**src/hw/rtl/bps_pkg.sv**
```systemverilog
// Shared types and constants for the beep pattern sequencer.
// No dependencies.
package bps_pkg;

  localparam int unsigned SLOTS_DEF    = 6;
  localparam int unsigned DUR_BITS_DEF = 11;
  localparam int unsigned CHANNELS_DEF = 2;

  localparam int unsigned CFG_IDX_W = 3;

  // Reset contents of the pattern and duration registers
  localparam logic [63:0] PAT_CH0_RST  = 64'd10329;
  localparam logic [63:0] PAT_CH1_RST  = 64'd1;
  localparam logic [63:0] DOT_CH0_MS   = 64'd110;
  localparam logic [63:0] DASH_CH0_MS  = 64'd1000;
  localparam logic [63:0] SPACE_CH0_MS = 64'd130;
  localparam logic [63:0] LONG_CH0_MS  = 64'd200;
  localparam logic [63:0] DOT_CH1_MS   = 64'd50;

  typedef enum logic [CFG_IDX_W-1:0] {
    CFG_MENU_SOUND    = 3'd0,
    CFG_PATTERN_CH0   = 3'd1,
    CFG_PATTERN_CH1   = 3'd2,
    CFG_DURATIONS_CH0 = 3'd3,
    CFG_DURATIONS_CH1 = 3'd4
  } cfg_idx_e;

  typedef enum logic [2:0] {
    SYM_END        = 3'd0,
    SYM_DOT        = 3'd1,
    SYM_DASH       = 3'd2,
    SYM_SPACE      = 3'd3,
    SYM_LONG_SPACE = 3'd4
  } sym_e;

  // One channel's write to the shared sounder during a tick
  typedef struct packed {
    logic we;
    logic val;
  } snd_wr_t;

endpackage

```
**src/hw/rtl/beep_pattern_sequencer_unit.sv**
```systemverilog
// Beep pattern sequencer: several buzzer pattern channels sharing one sounder.
// The result beat for an item is offered the cycle after it is taken.
// Throughput: one item per cycle while the receiver takes results, set by the single register stage of channel state.
// The state registers are the result register; a new beat is taken as the old one leaves.
// Reset (rst_ni low, asynchronous): channels idle and disarmed, sounder off,
// registers back to their default patterns and durations, no result pending.
module beep_pattern_sequencer_unit #(
  parameter int unsigned SLOTS    = bps_pkg::SLOTS_DEF,
  parameter int unsigned DUR_BITS = bps_pkg::DUR_BITS_DEF,
  parameter int unsigned CHANNELS = bps_pkg::CHANNELS_DEF,
  localparam int unsigned CFG_DATA_W = (4 * DUR_BITS > 3 * SLOTS) ? 4 * DUR_BITS : 3 * SLOTS
) (
  input  logic                          clk_i,
  input  logic                          rst_ni,
  // configuration write channel
  input  logic                          cfg_valid_i,
  output logic                          cfg_ready_o,
  input  logic [bps_pkg::CFG_IDX_W-1:0] cfg_index_i,
  input  logic [CFG_DATA_W-1:0]         cfg_data_i,
  // input items
  input  logic                          in_valid_i,
  output logic                          in_ready_o,
  input  logic                          opcode_i,
  input  logic                          channel_i,
  input  logic                          override_i,
  // result items
  output logic                          out_valid_o,
  input  logic                          out_ready_i,
  output logic                          sounder_on_o,
  output logic                          busy_ch0_o,
  output logic                          busy_ch1_o
);

  logic                  menu_sound;
  logic [3*SLOTS-1:0]    pattern   [CHANNELS];
  logic [4*DUR_BITS-1:0] durations [CHANNELS];

  logic                  in_beat, tick, trig;
  logic                  out_valid_q, out_valid_d;
  logic                  sounder_q, sounder_d;
  logic [CHANNELS-1:0]   busy;
  logic [CHANNELS:0]     busy_ext;
  bps_pkg::snd_wr_t      snd_wr [CHANNELS];

  // Registers take every write; the user must change the map only while the block is idle (not enforced here).
  assign cfg_ready_o = 1'b1;

  bps_cfg_regs #(
    .SLOTS      (SLOTS),
    .DUR_BITS   (DUR_BITS),
    .CHANNELS   (CHANNELS),
    .CFG_DATA_W (CFG_DATA_W)
  ) u_cfg (
    .clk_i        (clk_i),
    .rst_ni       (rst_ni),
    .cfg_we_i     (cfg_valid_i),
    .cfg_index_i  (cfg_index_i),
    .cfg_data_i   (cfg_data_i),
    .menu_sound_o (menu_sound),
    .pattern_o    (pattern),
    .durations_o  (durations)
  );

  // A beat is taken whenever the result slot is empty or being emptied.
  assign in_ready_o = !out_valid_q || out_ready_i;
  assign in_beat    = in_valid_i && in_ready_o;
  assign tick       = in_beat && !opcode_i;
  // trigger needs menu sound or override; the channel itself ignores it while playing
  assign trig       = in_beat && opcode_i && (menu_sound || override_i);

  for (genvar c = 0; c < CHANNELS; c++) begin : g_ch
    // the channel field is one bit wide, so channels from two upwards are never addressed
    logic hit;
    assign hit = (c < 2) && (channel_i == 1'(c));

    bps_channel #(
      .SLOTS    (SLOTS),
      .DUR_BITS (DUR_BITS)
    ) u_channel (
      .clk_i       (clk_i),
      .rst_ni      (rst_ni),
      .tick_i      (tick),
      .trig_i      (trig && hit),
      .pattern_i   (pattern[c]),
      .durations_i (durations[c]),
      .busy_o      (busy[c]),
      .snd_o       (snd_wr[c])
    );
  end

  // Channels act in index order on the shared sounder: the highest writer wins.
  always_comb begin
    sounder_d = sounder_q;
    if (tick) begin
      for (int c = 0; c < CHANNELS; c++) begin
        if (snd_wr[c].we) begin
          sounder_d = snd_wr[c].val;
        end
      end
    end
  end

  always_comb begin
    out_valid_d = out_valid_q;
    if (in_beat) begin
      out_valid_d = 1'b1;
    end else if (out_ready_i) begin
      out_valid_d = 1'b0;
    end
  end

  always_ff @(posedge clk_i or negedge rst_ni) begin
    if (!rst_ni) begin
      sounder_q   <= 1'b0;
      out_valid_q <= 1'b0;
    end else begin
      sounder_q   <= sounder_d;
      out_valid_q <= out_valid_d;
    end
  end

  // State only moves on a taken beat, so it holds steady while a result waits.
  assign busy_ext     = {1'b0, busy};
  assign out_valid_o  = out_valid_q;
  assign sounder_on_o = sounder_q;
  assign busy_ch0_o   = busy_ext[0];
  assign busy_ch1_o   = busy_ext[1];

endmodule

```
**src/hw/rtl/bps_cfg_regs.sv**
```systemverilog
// Configuration register file: menu-sound flag, patterns and durations.
// Depends on bps_pkg.
module bps_cfg_regs #(
  parameter int unsigned SLOTS      = bps_pkg::SLOTS_DEF,
  parameter int unsigned DUR_BITS   = bps_pkg::DUR_BITS_DEF,
  parameter int unsigned CHANNELS   = bps_pkg::CHANNELS_DEF,
  parameter int unsigned CFG_DATA_W = 44
) (
  input  logic                           clk_i,
  input  logic                           rst_ni,
  input  logic                           cfg_we_i,
  input  logic [bps_pkg::CFG_IDX_W-1:0]  cfg_index_i,
  input  logic [CFG_DATA_W-1:0]          cfg_data_i,
  output logic                           menu_sound_o,
  output logic [3*SLOTS-1:0]             pattern_o   [CHANNELS],
  output logic [4*DUR_BITS-1:0]          durations_o [CHANNELS]
);

  localparam int unsigned PAT_W = 3 * SLOTS;
  localparam int unsigned DUR_W = 4 * DUR_BITS;

  localparam logic [63:0] DUR_CH0_RST = bps_pkg::DOT_CH0_MS
                                      | (bps_pkg::DASH_CH0_MS << DUR_BITS)
                                      | (bps_pkg::SPACE_CH0_MS << (2 * DUR_BITS))
                                      | (bps_pkg::LONG_CH0_MS << (3 * DUR_BITS));

  logic menu_sound_q;

  always_ff @(posedge clk_i or negedge rst_ni) begin
    if (!rst_ni) begin
      menu_sound_q <= 1'b0;
    end else if (cfg_we_i && (cfg_index_i == bps_pkg::CFG_MENU_SOUND)) begin
      menu_sound_q <= cfg_data_i[0];
    end
  end

  assign menu_sound_o = menu_sound_q;

  for (genvar c = 0; c < CHANNELS; c++) begin : g_ch
    // only the first two channels have registers in the map
    localparam bit HasRegs = (c < 2);
    localparam bps_pkg::cfg_idx_e PatIdx =
        (c == 0) ? bps_pkg::CFG_PATTERN_CH0 : bps_pkg::CFG_PATTERN_CH1;
    localparam bps_pkg::cfg_idx_e DurIdx =
        (c == 0) ? bps_pkg::CFG_DURATIONS_CH0 : bps_pkg::CFG_DURATIONS_CH1;
    localparam logic [63:0] PatRst = (c == 0) ? bps_pkg::PAT_CH0_RST :
                                     (c == 1) ? bps_pkg::PAT_CH1_RST : 64'd0;
    localparam logic [63:0] DurRst = (c == 0) ? DUR_CH0_RST :
                                     (c == 1) ? bps_pkg::DOT_CH1_MS : 64'd0;

    logic [PAT_W-1:0] pattern_q;
    logic [DUR_W-1:0] durations_q;

    always_ff @(posedge clk_i or negedge rst_ni) begin
      if (!rst_ni) begin
        pattern_q   <= PatRst[PAT_W-1:0];
        durations_q <= DurRst[DUR_W-1:0];
      end else if (cfg_we_i && HasRegs) begin
        if (cfg_index_i == PatIdx) begin
          pattern_q <= cfg_data_i[PAT_W-1:0];
        end
        if (cfg_index_i == DurIdx) begin
          durations_q <= cfg_data_i[DUR_W-1:0];
        end
      end
    end

    assign pattern_o[c]   = pattern_q;
    assign durations_o[c] = durations_q;
  end

endmodule

```
**src/hw/rtl/bps_channel.sv**
```systemverilog
// One pattern channel: arm/play state, elapsed counter and slot stepping.
// Depends on bps_pkg.
module bps_channel #(
  parameter int unsigned SLOTS    = bps_pkg::SLOTS_DEF,
  parameter int unsigned DUR_BITS = bps_pkg::DUR_BITS_DEF
) (
  input  logic                   clk_i,
  input  logic                   rst_ni,
  input  logic                   tick_i,
  input  logic                   trig_i,
  input  logic [3*SLOTS-1:0]     pattern_i,
  input  logic [4*DUR_BITS-1:0]  durations_i,
  output logic                   busy_o,
  output bps_pkg::snd_wr_t       snd_o
);

  localparam int unsigned SLOT_W = $clog2(SLOTS);

  logic                armed_q, armed_d;
  logic                playing_q, playing_d;
  logic [SLOT_W-1:0]   slot_q, slot_d;
  logic [DUR_BITS-1:0] elapsed_q, elapsed_d;

  logic                fresh, active, done, stop;
  logic [DUR_BITS-1:0] elapsed_cnt, sym_dur;
  logic [SLOT_W:0]     slot_nxt;
  logic [2:0]          sym, sym_nxt;

  assign sym = ({1'b0, slot_q} < (SLOT_W + 1)'(SLOTS)) ? pattern_i[3 * slot_q +: 3]
                                                        : bps_pkg::SYM_END;

  always_comb begin
    unique case (sym)
      bps_pkg::SYM_DOT:        sym_dur = durations_i[0 +: DUR_BITS];
      bps_pkg::SYM_DASH:       sym_dur = durations_i[DUR_BITS +: DUR_BITS];
      bps_pkg::SYM_SPACE:      sym_dur = durations_i[2 * DUR_BITS +: DUR_BITS];
      bps_pkg::SYM_LONG_SPACE: sym_dur = durations_i[3 * DUR_BITS +: DUR_BITS];
      default:                 sym_dur = '0;   // end and unused codes pass at once
    endcase
  end

  assign fresh  = armed_q && !playing_q;
  assign active = playing_q || fresh;

  always_comb begin
    if (fresh) begin
      elapsed_cnt = '0;
    end else if (playing_q && (elapsed_q != '1)) begin
      elapsed_cnt = elapsed_q + 1'b1;
    end else begin
      elapsed_cnt = elapsed_q;
    end
  end

  assign done     = active && (elapsed_cnt >= sym_dur);
  assign slot_nxt = {1'b0, slot_q} + 1'b1;
  assign stop     = (sym == bps_pkg::SYM_END) || (slot_nxt >= (SLOT_W + 1)'(SLOTS));
  assign sym_nxt  = stop ? bps_pkg::SYM_END : pattern_i[3 * slot_nxt +: 3];

  always_comb begin
    armed_d   = armed_q;
    playing_d = playing_q;
    slot_d    = slot_q;
    elapsed_d = elapsed_q;
    snd_o     = '0;
    if (trig_i && !playing_q) begin
      armed_d = 1'b1;
    end
    if (tick_i && active) begin
      armed_d   = 1'b0;
      playing_d = 1'b1;
      elapsed_d = elapsed_cnt;
      if (fresh) begin
        snd_o = '{we: 1'b1, val: 1'b1};
      end
      if (done) begin
        elapsed_d = '0;
        snd_o.we  = 1'b1;
        if (stop) begin
          slot_d    = '0;
          playing_d = 1'b0;
          snd_o.val = 1'b0;
        end else begin
          slot_d    = slot_nxt[SLOT_W-1:0];
          snd_o.val = (sym_nxt == bps_pkg::SYM_DOT) || (sym_nxt == bps_pkg::SYM_DASH);
        end
      end
    end
  end

  always_ff @(posedge clk_i or negedge rst_ni) begin
    if (!rst_ni) begin
      armed_q   <= 1'b0;
      playing_q <= 1'b0;
      slot_q    <= '0;
      elapsed_q <= '0;
    end else begin
      armed_q   <= armed_d;
      playing_q <= playing_d;
      slot_q    <= slot_d;
      elapsed_q <= elapsed_d;
    end
  end

  assign busy_o = playing_q;

endmodule

```
**config.mk**
```make
export PLATFORM = sky130hd
export DESIGN_NAME = beep_pattern_sequencer_unit
export DESIGN_NICKNAME = d
export VERILOG_FILES = /design/src/hw/rtl/bps_pkg.sv /design/src/hw/rtl/beep_pattern_sequencer_unit.sv /design/src/hw/rtl/bps_cfg_regs.sv /design/src/hw/rtl/bps_channel.sv
export SDC_FILE = /design/constraint.sdc
export NUM_CORES = 1
export LEC_CHECK = 0
export BUFFER_PORTS_ARGS = -buffer_cell sky130_fd_sc_hd__buf_4
export CORE_ASPECT_RATIO = 0.9
export CORE_MARGIN = 4
export CORE_UTILIZATION = 55
export CTS_BUF_LIST = sky130_fd_sc_hd__clkbuf_8
export CTS_CLUSTER_DIAMETER = 150
export DETAILED_ROUTE_END_ITERATION = 7
export HOLD_SLACK_MARGIN = 0.06
export PLACE_DENSITY = 0.75
export SLEW_MARGIN = 20
export SYNTH_ARGS = -nofsm -noshare
export SYNTH_HDL_FRONTEND = slang
export SYNTH_SLANG_ARGS = --single-unit
```
**constraint.sdc**
```tcl
create_clock -name clk_i -period 4.8 [get_ports clk_i]
set_clock_uncertainty 0.15 [all_clocks]
set_input_delay 0 -clock clk_i [delete_from_list [all_inputs] [get_ports clk_i]]
set_output_delay 0 -clock clk_i [all_outputs]
set_load 0.01 [all_outputs]
```
# --- After elaboration in Yosys (flattened, before gate mapping) ---
# Index checks and enable logic that the tools add are counted.
totals:
  ff_bits: 159
  latchBits: 0
  ram_bits: 0
  mem_bits_ro: 0
  inputBits: 55
  word_cells: 129
  mem_count: 0
op_classes:
  addsub: 4
  mul: 4
  div_mod_pow: 0
  order_cmp: 6
  eq_ne: 18
  n_shift: 4
  muxes: 34
  bitwise_logic: 1
  n_reduce_logical: 43
op_table:
  columns: ["operator", "count"]
  rows:
  - ["$pmux W11 S4", 2]
  - ["$mux W11", 6]
  - ["$shiftx A18 B6 Y3", 2]
  - ["$shiftx A18 B7 Y3", 2]
  - ["$eq A3 B2 Y1 const B", 8]
  - ["$add A11 B1 Y11 const B", 2]
  - ["$ge A11 B11 Y1", 2]
  - ["$ne A11 B11 Y1 const B", 2]
  - ["$mux W3", 6]
  - ["$logic_and A1 B1 Y1", 17]
  - ["$eq A3 B1 Y1 const B", 5]
  - ["$mux W1", 14]
  - ["$reduce_and A2 Y1", 7]
  - ["$mul A2 B4 Y6 const A", 2]
  - ["$mux W2", 6]
  - ["$mul A2 B3 Y5 const A", 2]
  - ["$eq A3 B3 Y1 const B", 3]
  - ["$logic_not A3 Y1", 3]
  - ["$add A3 B1 Y4 const B", 2]
  - ["$ge A4 B3 Y1 const B", 2]
  - ["$logic_or A1 B1 Y1", 8]
  - ["$reduce_bool A2 Y1", 4]
  - ["$lt A3 B3 Y1 const B", 2]
  - ["$logic_not A1 Y1", 4]
  - ["$not A1 Y1", 1]

# --- Logic depth before layout (Yosys ltp) ---
depth:
  ltp_word: 13
  ltp_mapped: 15
  mapped_depth_nobuf: 14

# --- Modules after synthesis ---
# Synthesis repeated with hierarchy kept, for this count alone.
unflattened:
  hier_cells: 726
  hier_area_um2: 8767.2
by_module_without_submodules:
  columns: ["module", "n_inst", "cells_per_inst", "area_each_um2", "seq_area_each_um2"]
  rows:
  - ["bps_cfg_regs", 1, 268, 4777.1, 3160.5]
  - ["bps_channel (g_ch[1].u_channel)", 1, 213, 1915.6, 400.4]
  - ["bps_channel (g_ch[0].u_channel)", 1, 228, 1904.3, 400.4]
  - ["beep_pattern_sequencer_unit", 1, 17, 170.2, 50.0]

# --- Worst setup path before layout ---
# Ideal clock, no wire load.
synth_path:
  kind: "register to register"
  from: "reg g_ch[0].u_channel.slot_q[0]"
  to: "reg g_ch[0].u_channel.elapsed_q[3]"
  setup_ns: 0.083
  arrival_ns: 3.711
  t_required_ns: 4.567
  setup_slack_ns: 0.856
  path_stages_with_launch: 15
  path_buffers: 2
  synth_period_minus_slack_ns: 3.944
  cell_sequence: "dfrtp_1 buf_2 mux4_2 mux2i_4 nor3b_1 buf_2 a22o_1 a221oi_1 ha_1 a2111oi_0 o221ai_1 a21oi_1 o21ai_0 or4_1 o21ai_0"
synth_between:
  elab_chain_len: 8
synth_lines:
  columns: ["element", "line", "text"]
  rows:
  - ["start: declaration", "bps_channel.sv:21", "logic [SLOT_W-1:0] slot_q, slot_d;"]
  - ["start signal: assignment", "bps_channel.sv:100", "slot_q <= slot_d;"]
  - ["$mul A2 B3 Y5", "bps_channel.sv:29", "assign sym = ({1'b0, slot_q} < (SLOT_W + 1)'(SLOTS)) ? pattern_i[3 * slot_q +: 3]"]
  - ["$shiftx A18 B6 Y3", "bps_channel.sv:29", null]
  - ["$mux W3 *", "bps_channel.sv:29", null]
  - ["$eq A3 B3 Y1 (tied with other cells)", "bps_channel.sv:33", "unique case (sym)"]
  - ["$pmux W11 S4 *", "bps_channel.sv:33", null]
  - ["$ge A11 B11 Y1 *", "bps_channel.sv:55", "assign done = active && (elapsed_cnt >= sym_dur);"]
  - ["$logic_and A1 B1 Y1 *", "bps_channel.sv:55", null]
  - ["$mux W11 *", "bps_channel.sv:76", "if (done) begin"]
  - ["end signal: assignment", "bps_channel.sv:101", "elapsed_q <= elapsed_d;"]
  - ["end: declaration", "bps_channel.sv:22", "logic [DUR_BITS-1:0] elapsed_q, elapsed_d;"]
# Every way passes the cells marked *; elsewhere a longest branch is shown, timed or not.
# A chain may end at the register's enable or synchronous reset.

# --- Final worst setup path ---
layout_path:
  from: "reg g_ch[1].u_channel.slot_q[2]"
  to: "reg g_ch[1].u_channel.elapsed_q[4]"
layout_between:
  elab_chain_len: 8
layout_lines:
  columns: ["element", "line"]
  rows:
  - ["start: declaration", "bps_channel.sv:21"]
  - ["start signal: assignment", "bps_channel.sv:100"]
  - ["$mul A2 B3 Y5", "bps_channel.sv:29"]
  - ["$shiftx A18 B6 Y3", "bps_channel.sv:29"]
  - ["$mux W3 *", "bps_channel.sv:29"]
  - ["$eq A3 B3 Y1 (tied with other cells)", "bps_channel.sv:33"]
  - ["$pmux W11 S4 *", "bps_channel.sv:33"]
  - ["$ge A11 B11 Y1 *", "bps_channel.sv:55"]
  - ["$logic_and A1 B1 Y1 *", "bps_channel.sv:55"]
  - ["$mux W11 *", "bps_channel.sv:76"]
  - ["end signal: assignment", "bps_channel.sv:101"]
  - ["end: declaration", "bps_channel.sv:22"]
# Marks and branches as above.

==> impl_metrics.json <==
{
  "ir_drop_uv": 272,
  "rsz0062_at_grt": "false",
  "via_per_inst": 6.08,
  "h-tree-depth": 4,
  "clkPwrFrac_pct": 20.4,
  "clock-sinks": 159,
  "die_x_um": 138,
  "timing.fmax_ghz": 0.220,
  "dp.cells": 945,
  "outcome": "finished, final reports clean",
  "die-area_sq_um": 17400,
  "multiInputGateArea_sq_um": 4210,
  "finalCritPeriodShare_pct": 94.9,
  "start_util_pct": 56.7,
  "grt_start_max_net_pins": 105,
  "yosysWarnings": 0,
  "power.density_nw_per_um2": 558,
  "ios": 61,
  "synthCells": 710,
  "firstDrtPassIters": 5,
  "wl_per_cell_um": 20.8,
  "max_cap_violations": 0,
  "hold_viol_final": 0,
  "p_comb_share_pct": 44.3,
  "antenna_found_initial": 1,
  "n_antenna_cell": 0,
  "p_sw_mw": 2.11,
  "syn_area_sq_um": 8430,
  "core_sq_um": 14900,
  "cts_tree": "built",
  "worst_pin_slew_ns": 0.932,
  "drive_gt1_share_pct": 34.1,
  "cts_buffer_depth": 2,
  "grt_pass1_vias": 6413,
  "avgSynthCellArea_sq_um": 11.9,
  "first_iter_violations": 610,
  "ys_seq_area_share_pct": 47.6,
  "yosysTopAreaCell": "dfrtp_1",
  "arrival_ns": 4.79,
  "start_kind": "flip-flop",
  "dp_hpwl_um": 14800,
  "drt_wl_total_um": 21500,
  "cp_max_fo": 17,
  "drc": 0,
  "clk_pin_slew_ns": 0.08,
  "ant_nets": 0,
  "io_buffers": 59,
  "die_h_um": 125,
  "async_reset_ff_share_pct": 100,
  "seqPwrFrac_pct": 35.4,
  "power_leakage_nw": 4.31,
  "synth-seq-cells": 159,
  "cts_setup_buffers": 0,
  "slew_headroom_pct": 37.8,
  "cts_root_buf": "clkbuf_8",
  "worst_setup_path_end_kind": "flip-flop",
  "worstSetupPathType": "flip-flop to flip-flop",
  "fin_crit_ns": 4.55,
  "seq_area_sq_um": 4010,
  "p_sw_share_pct": 37.5,
  "whs_ns": 0.0850,
  "track_usage_pct": 25.1,
  "ys_top_cells_by_count": "dfrtp_1 (133), mux2_2 (132), nor2_1 (51)",
  "yosysUniqueCellTypes": 69,
  "synth_top_area_share_pct": 39.5,
  "gr-total-overflow": 0,
  "min_path_type": "primary input to asynchronous set/reset pin",
  "final_util_pct": 67.7,
  "vias": 6275,
  "syn_to_final_growth_pct": 19.5,
  "synth_edf_count": 0,
  "insertion_delay_ns": 0.45,
  "crit_required_ns": 5.04,
  "nFillCells": 1068,
  "routabilityCongestion": 0.892,
  "intPower_mw": 3.51,
  "fin_tns_setup_ns": 0,
  "synth.most_common_cell": "dfrtp_1",
  "yosys-top-cells-area": "dfrtp_1 (40%), mux2_2 (18%), dfstp_2 (8.1%), ha_1 (4.2%), a22o_1 (2.4%)",
  "synthFlopType": "dfrtp_1",
  "cts_resized": 0,
  "setup_viol": 0,
  "layout.nets": 904,
  "instances_no_fill": 1032,
  "syn_nets": 793,
  "cts_buffers": 17,
  "drv_slew": 0,
  "grt_pass1_wl_um": 34300,
  "std_cell_rows": 42
}
-- critical path, stage by stage (launching register included) --
cell      delay, ns
dfrtp_1        0.71
mux2i_1        0.16
mux4_2         0.72
mux2_2         0.36
a222oi_1       0.30
inv_1          0.07
ha_1           0.26
nand2b_1       0.14
a211o_1        0.28
a211oi_1       0.39
o22ai_1        0.38
nor2_1         0.34
a22o_1         0.22
-- area by class of cell --
| cell class | instances | share of cell area, % |
|---|---|---|
| Multi-Input combinational cell | 505 | 41.9 |
| Sequential cell | 159 | 39.9 |
| Timing Repair Buffer | 125 | 10.7 |
| Clock buffer | 20 | 2.73 |
| Tap cell | 198 | 2.46 |
| Clock inverter | 12 | 1.88 |
| Inverter | 13 | 0.485 |
-- power groups by stage --
stage               clock [mW]  combinational (mW)  sequential (mW)
floorplan                    0                1.84             1.88
global placement             0                2.29             1.98
detailed placement           0                2.41             2.00
CTS                       1.16                2.45             1.98
global route              1.22                2.73             2.03
finish                    1.14                2.49             1.98
-- per-stage QoR --
step,power (mW),cell area [sq um],worst slack [ns]
floorplan,3.72,8430,0.856
global placement,4.28,9040,0.575
detailed placement,4.41,9040,0.331
CTS,5.59,10100,0.322
global route,5.99,10100,0.0144
finish,5.61,10100,0.246
-- registers in the layout, summed over array words and instances (netlist names) --
| signal | cells |
|---|---|
| u_cfg.g_ch.durations_q | 88 |
| u_cfg.g_ch.pattern_q | 36 |
| g_ch.u_channel.elapsed_q | 22 |
| g_ch.u_channel.slot_q | 6 |
| g_ch.u_channel.armed_q | 2 |
| g_ch.u_channel.busy_o | 2 |
| out_valid_o | 1 |
| sounder_on_o | 1 |
| u_cfg.menu_sound_o | 1 |
-- cells by family after synthesis --
family / count (synthesis) / synth area share, %
AOI/OAI and AO/OA: 141 / 12.0
other: 1 / 0.0445
and+or+nand+nor: 159 / 9.52
DFF: 159 / 47.6
xor gates and xnor gates: 23 / 2.39
buffers and inverters: 46 / 2.60
muxes: 153 / 21.6
adders and majority gates: 28 / 4.16
-- routing by layer --
| metal | part of all wire [%] | routed length, um | GRT usage (%) | vias up |
|---|---|---|---|---|
| li1 | - | - | - | 2873 |
| met1 | 42 | 9060 | 33.3 | 3133 |
| met2 | 49 | 10600 | 40.8 | 228 |
| met3 | 6.5 | 1410 | 6.72 | 39 |
| met4 | 2.1 | 450 | 7.50 | 2 |
| met5 | 0.033 | 7 | 0 | - |
-- cell usage in the layout (no fill, tap or decap), types with 20 or more instances in the layout --
cell type / netlist / routed
dlygate4sd3_1: 0 / 55
nand2_1: 31 / 31
clkbuf_8: 0 / 20
dfstp_2: 26 / 26
dfrtp_1: 133 / 133
a22o_1: 23 / 23
a21oi_1: 31 / 31
buf_4: 1 / 69
ha_1: 28 / 28
mux2_2: 132 / 132
nor2_1: 51 / 51
o21ai_0: 23 / 23
-- what timing repair did --
action,4_1_cts,5_1_grt
endpoints found under the setup margin,0,0
hold buffers,55,0
hold endpoints to repair,232,0
-- worst paths after layout --
kind | from | to | slack, ns | cells after the start
max in group asynchronous | rst_ni | u_cfg.g_ch[1].durations_q[26] | 3.11 | 3
worst min register to register | u_cfg.g_ch[1].durations_q[9] | u_cfg.g_ch[1].durations_q[9] | 0.36 | 1
worst min-delay path | rst_ni | u_cfg.g_ch[0].durations_q[41] | 0.09 | 2
worst max register to register | g_ch[1].u_channel.slot_q[2] | g_ch[1].u_channel.elapsed_q[4] | 0.25 | 12
worst max-delay path | g_ch[1].u_channel.slot_q[2] | g_ch[1].u_channel.elapsed_q[4] | 0.25 | 12
min in group clk_i | out_ready_i | g_ch[0].u_channel.armed_q | 0.12 | 5
No activity file was read; power rests on OpenSTA's default activity.
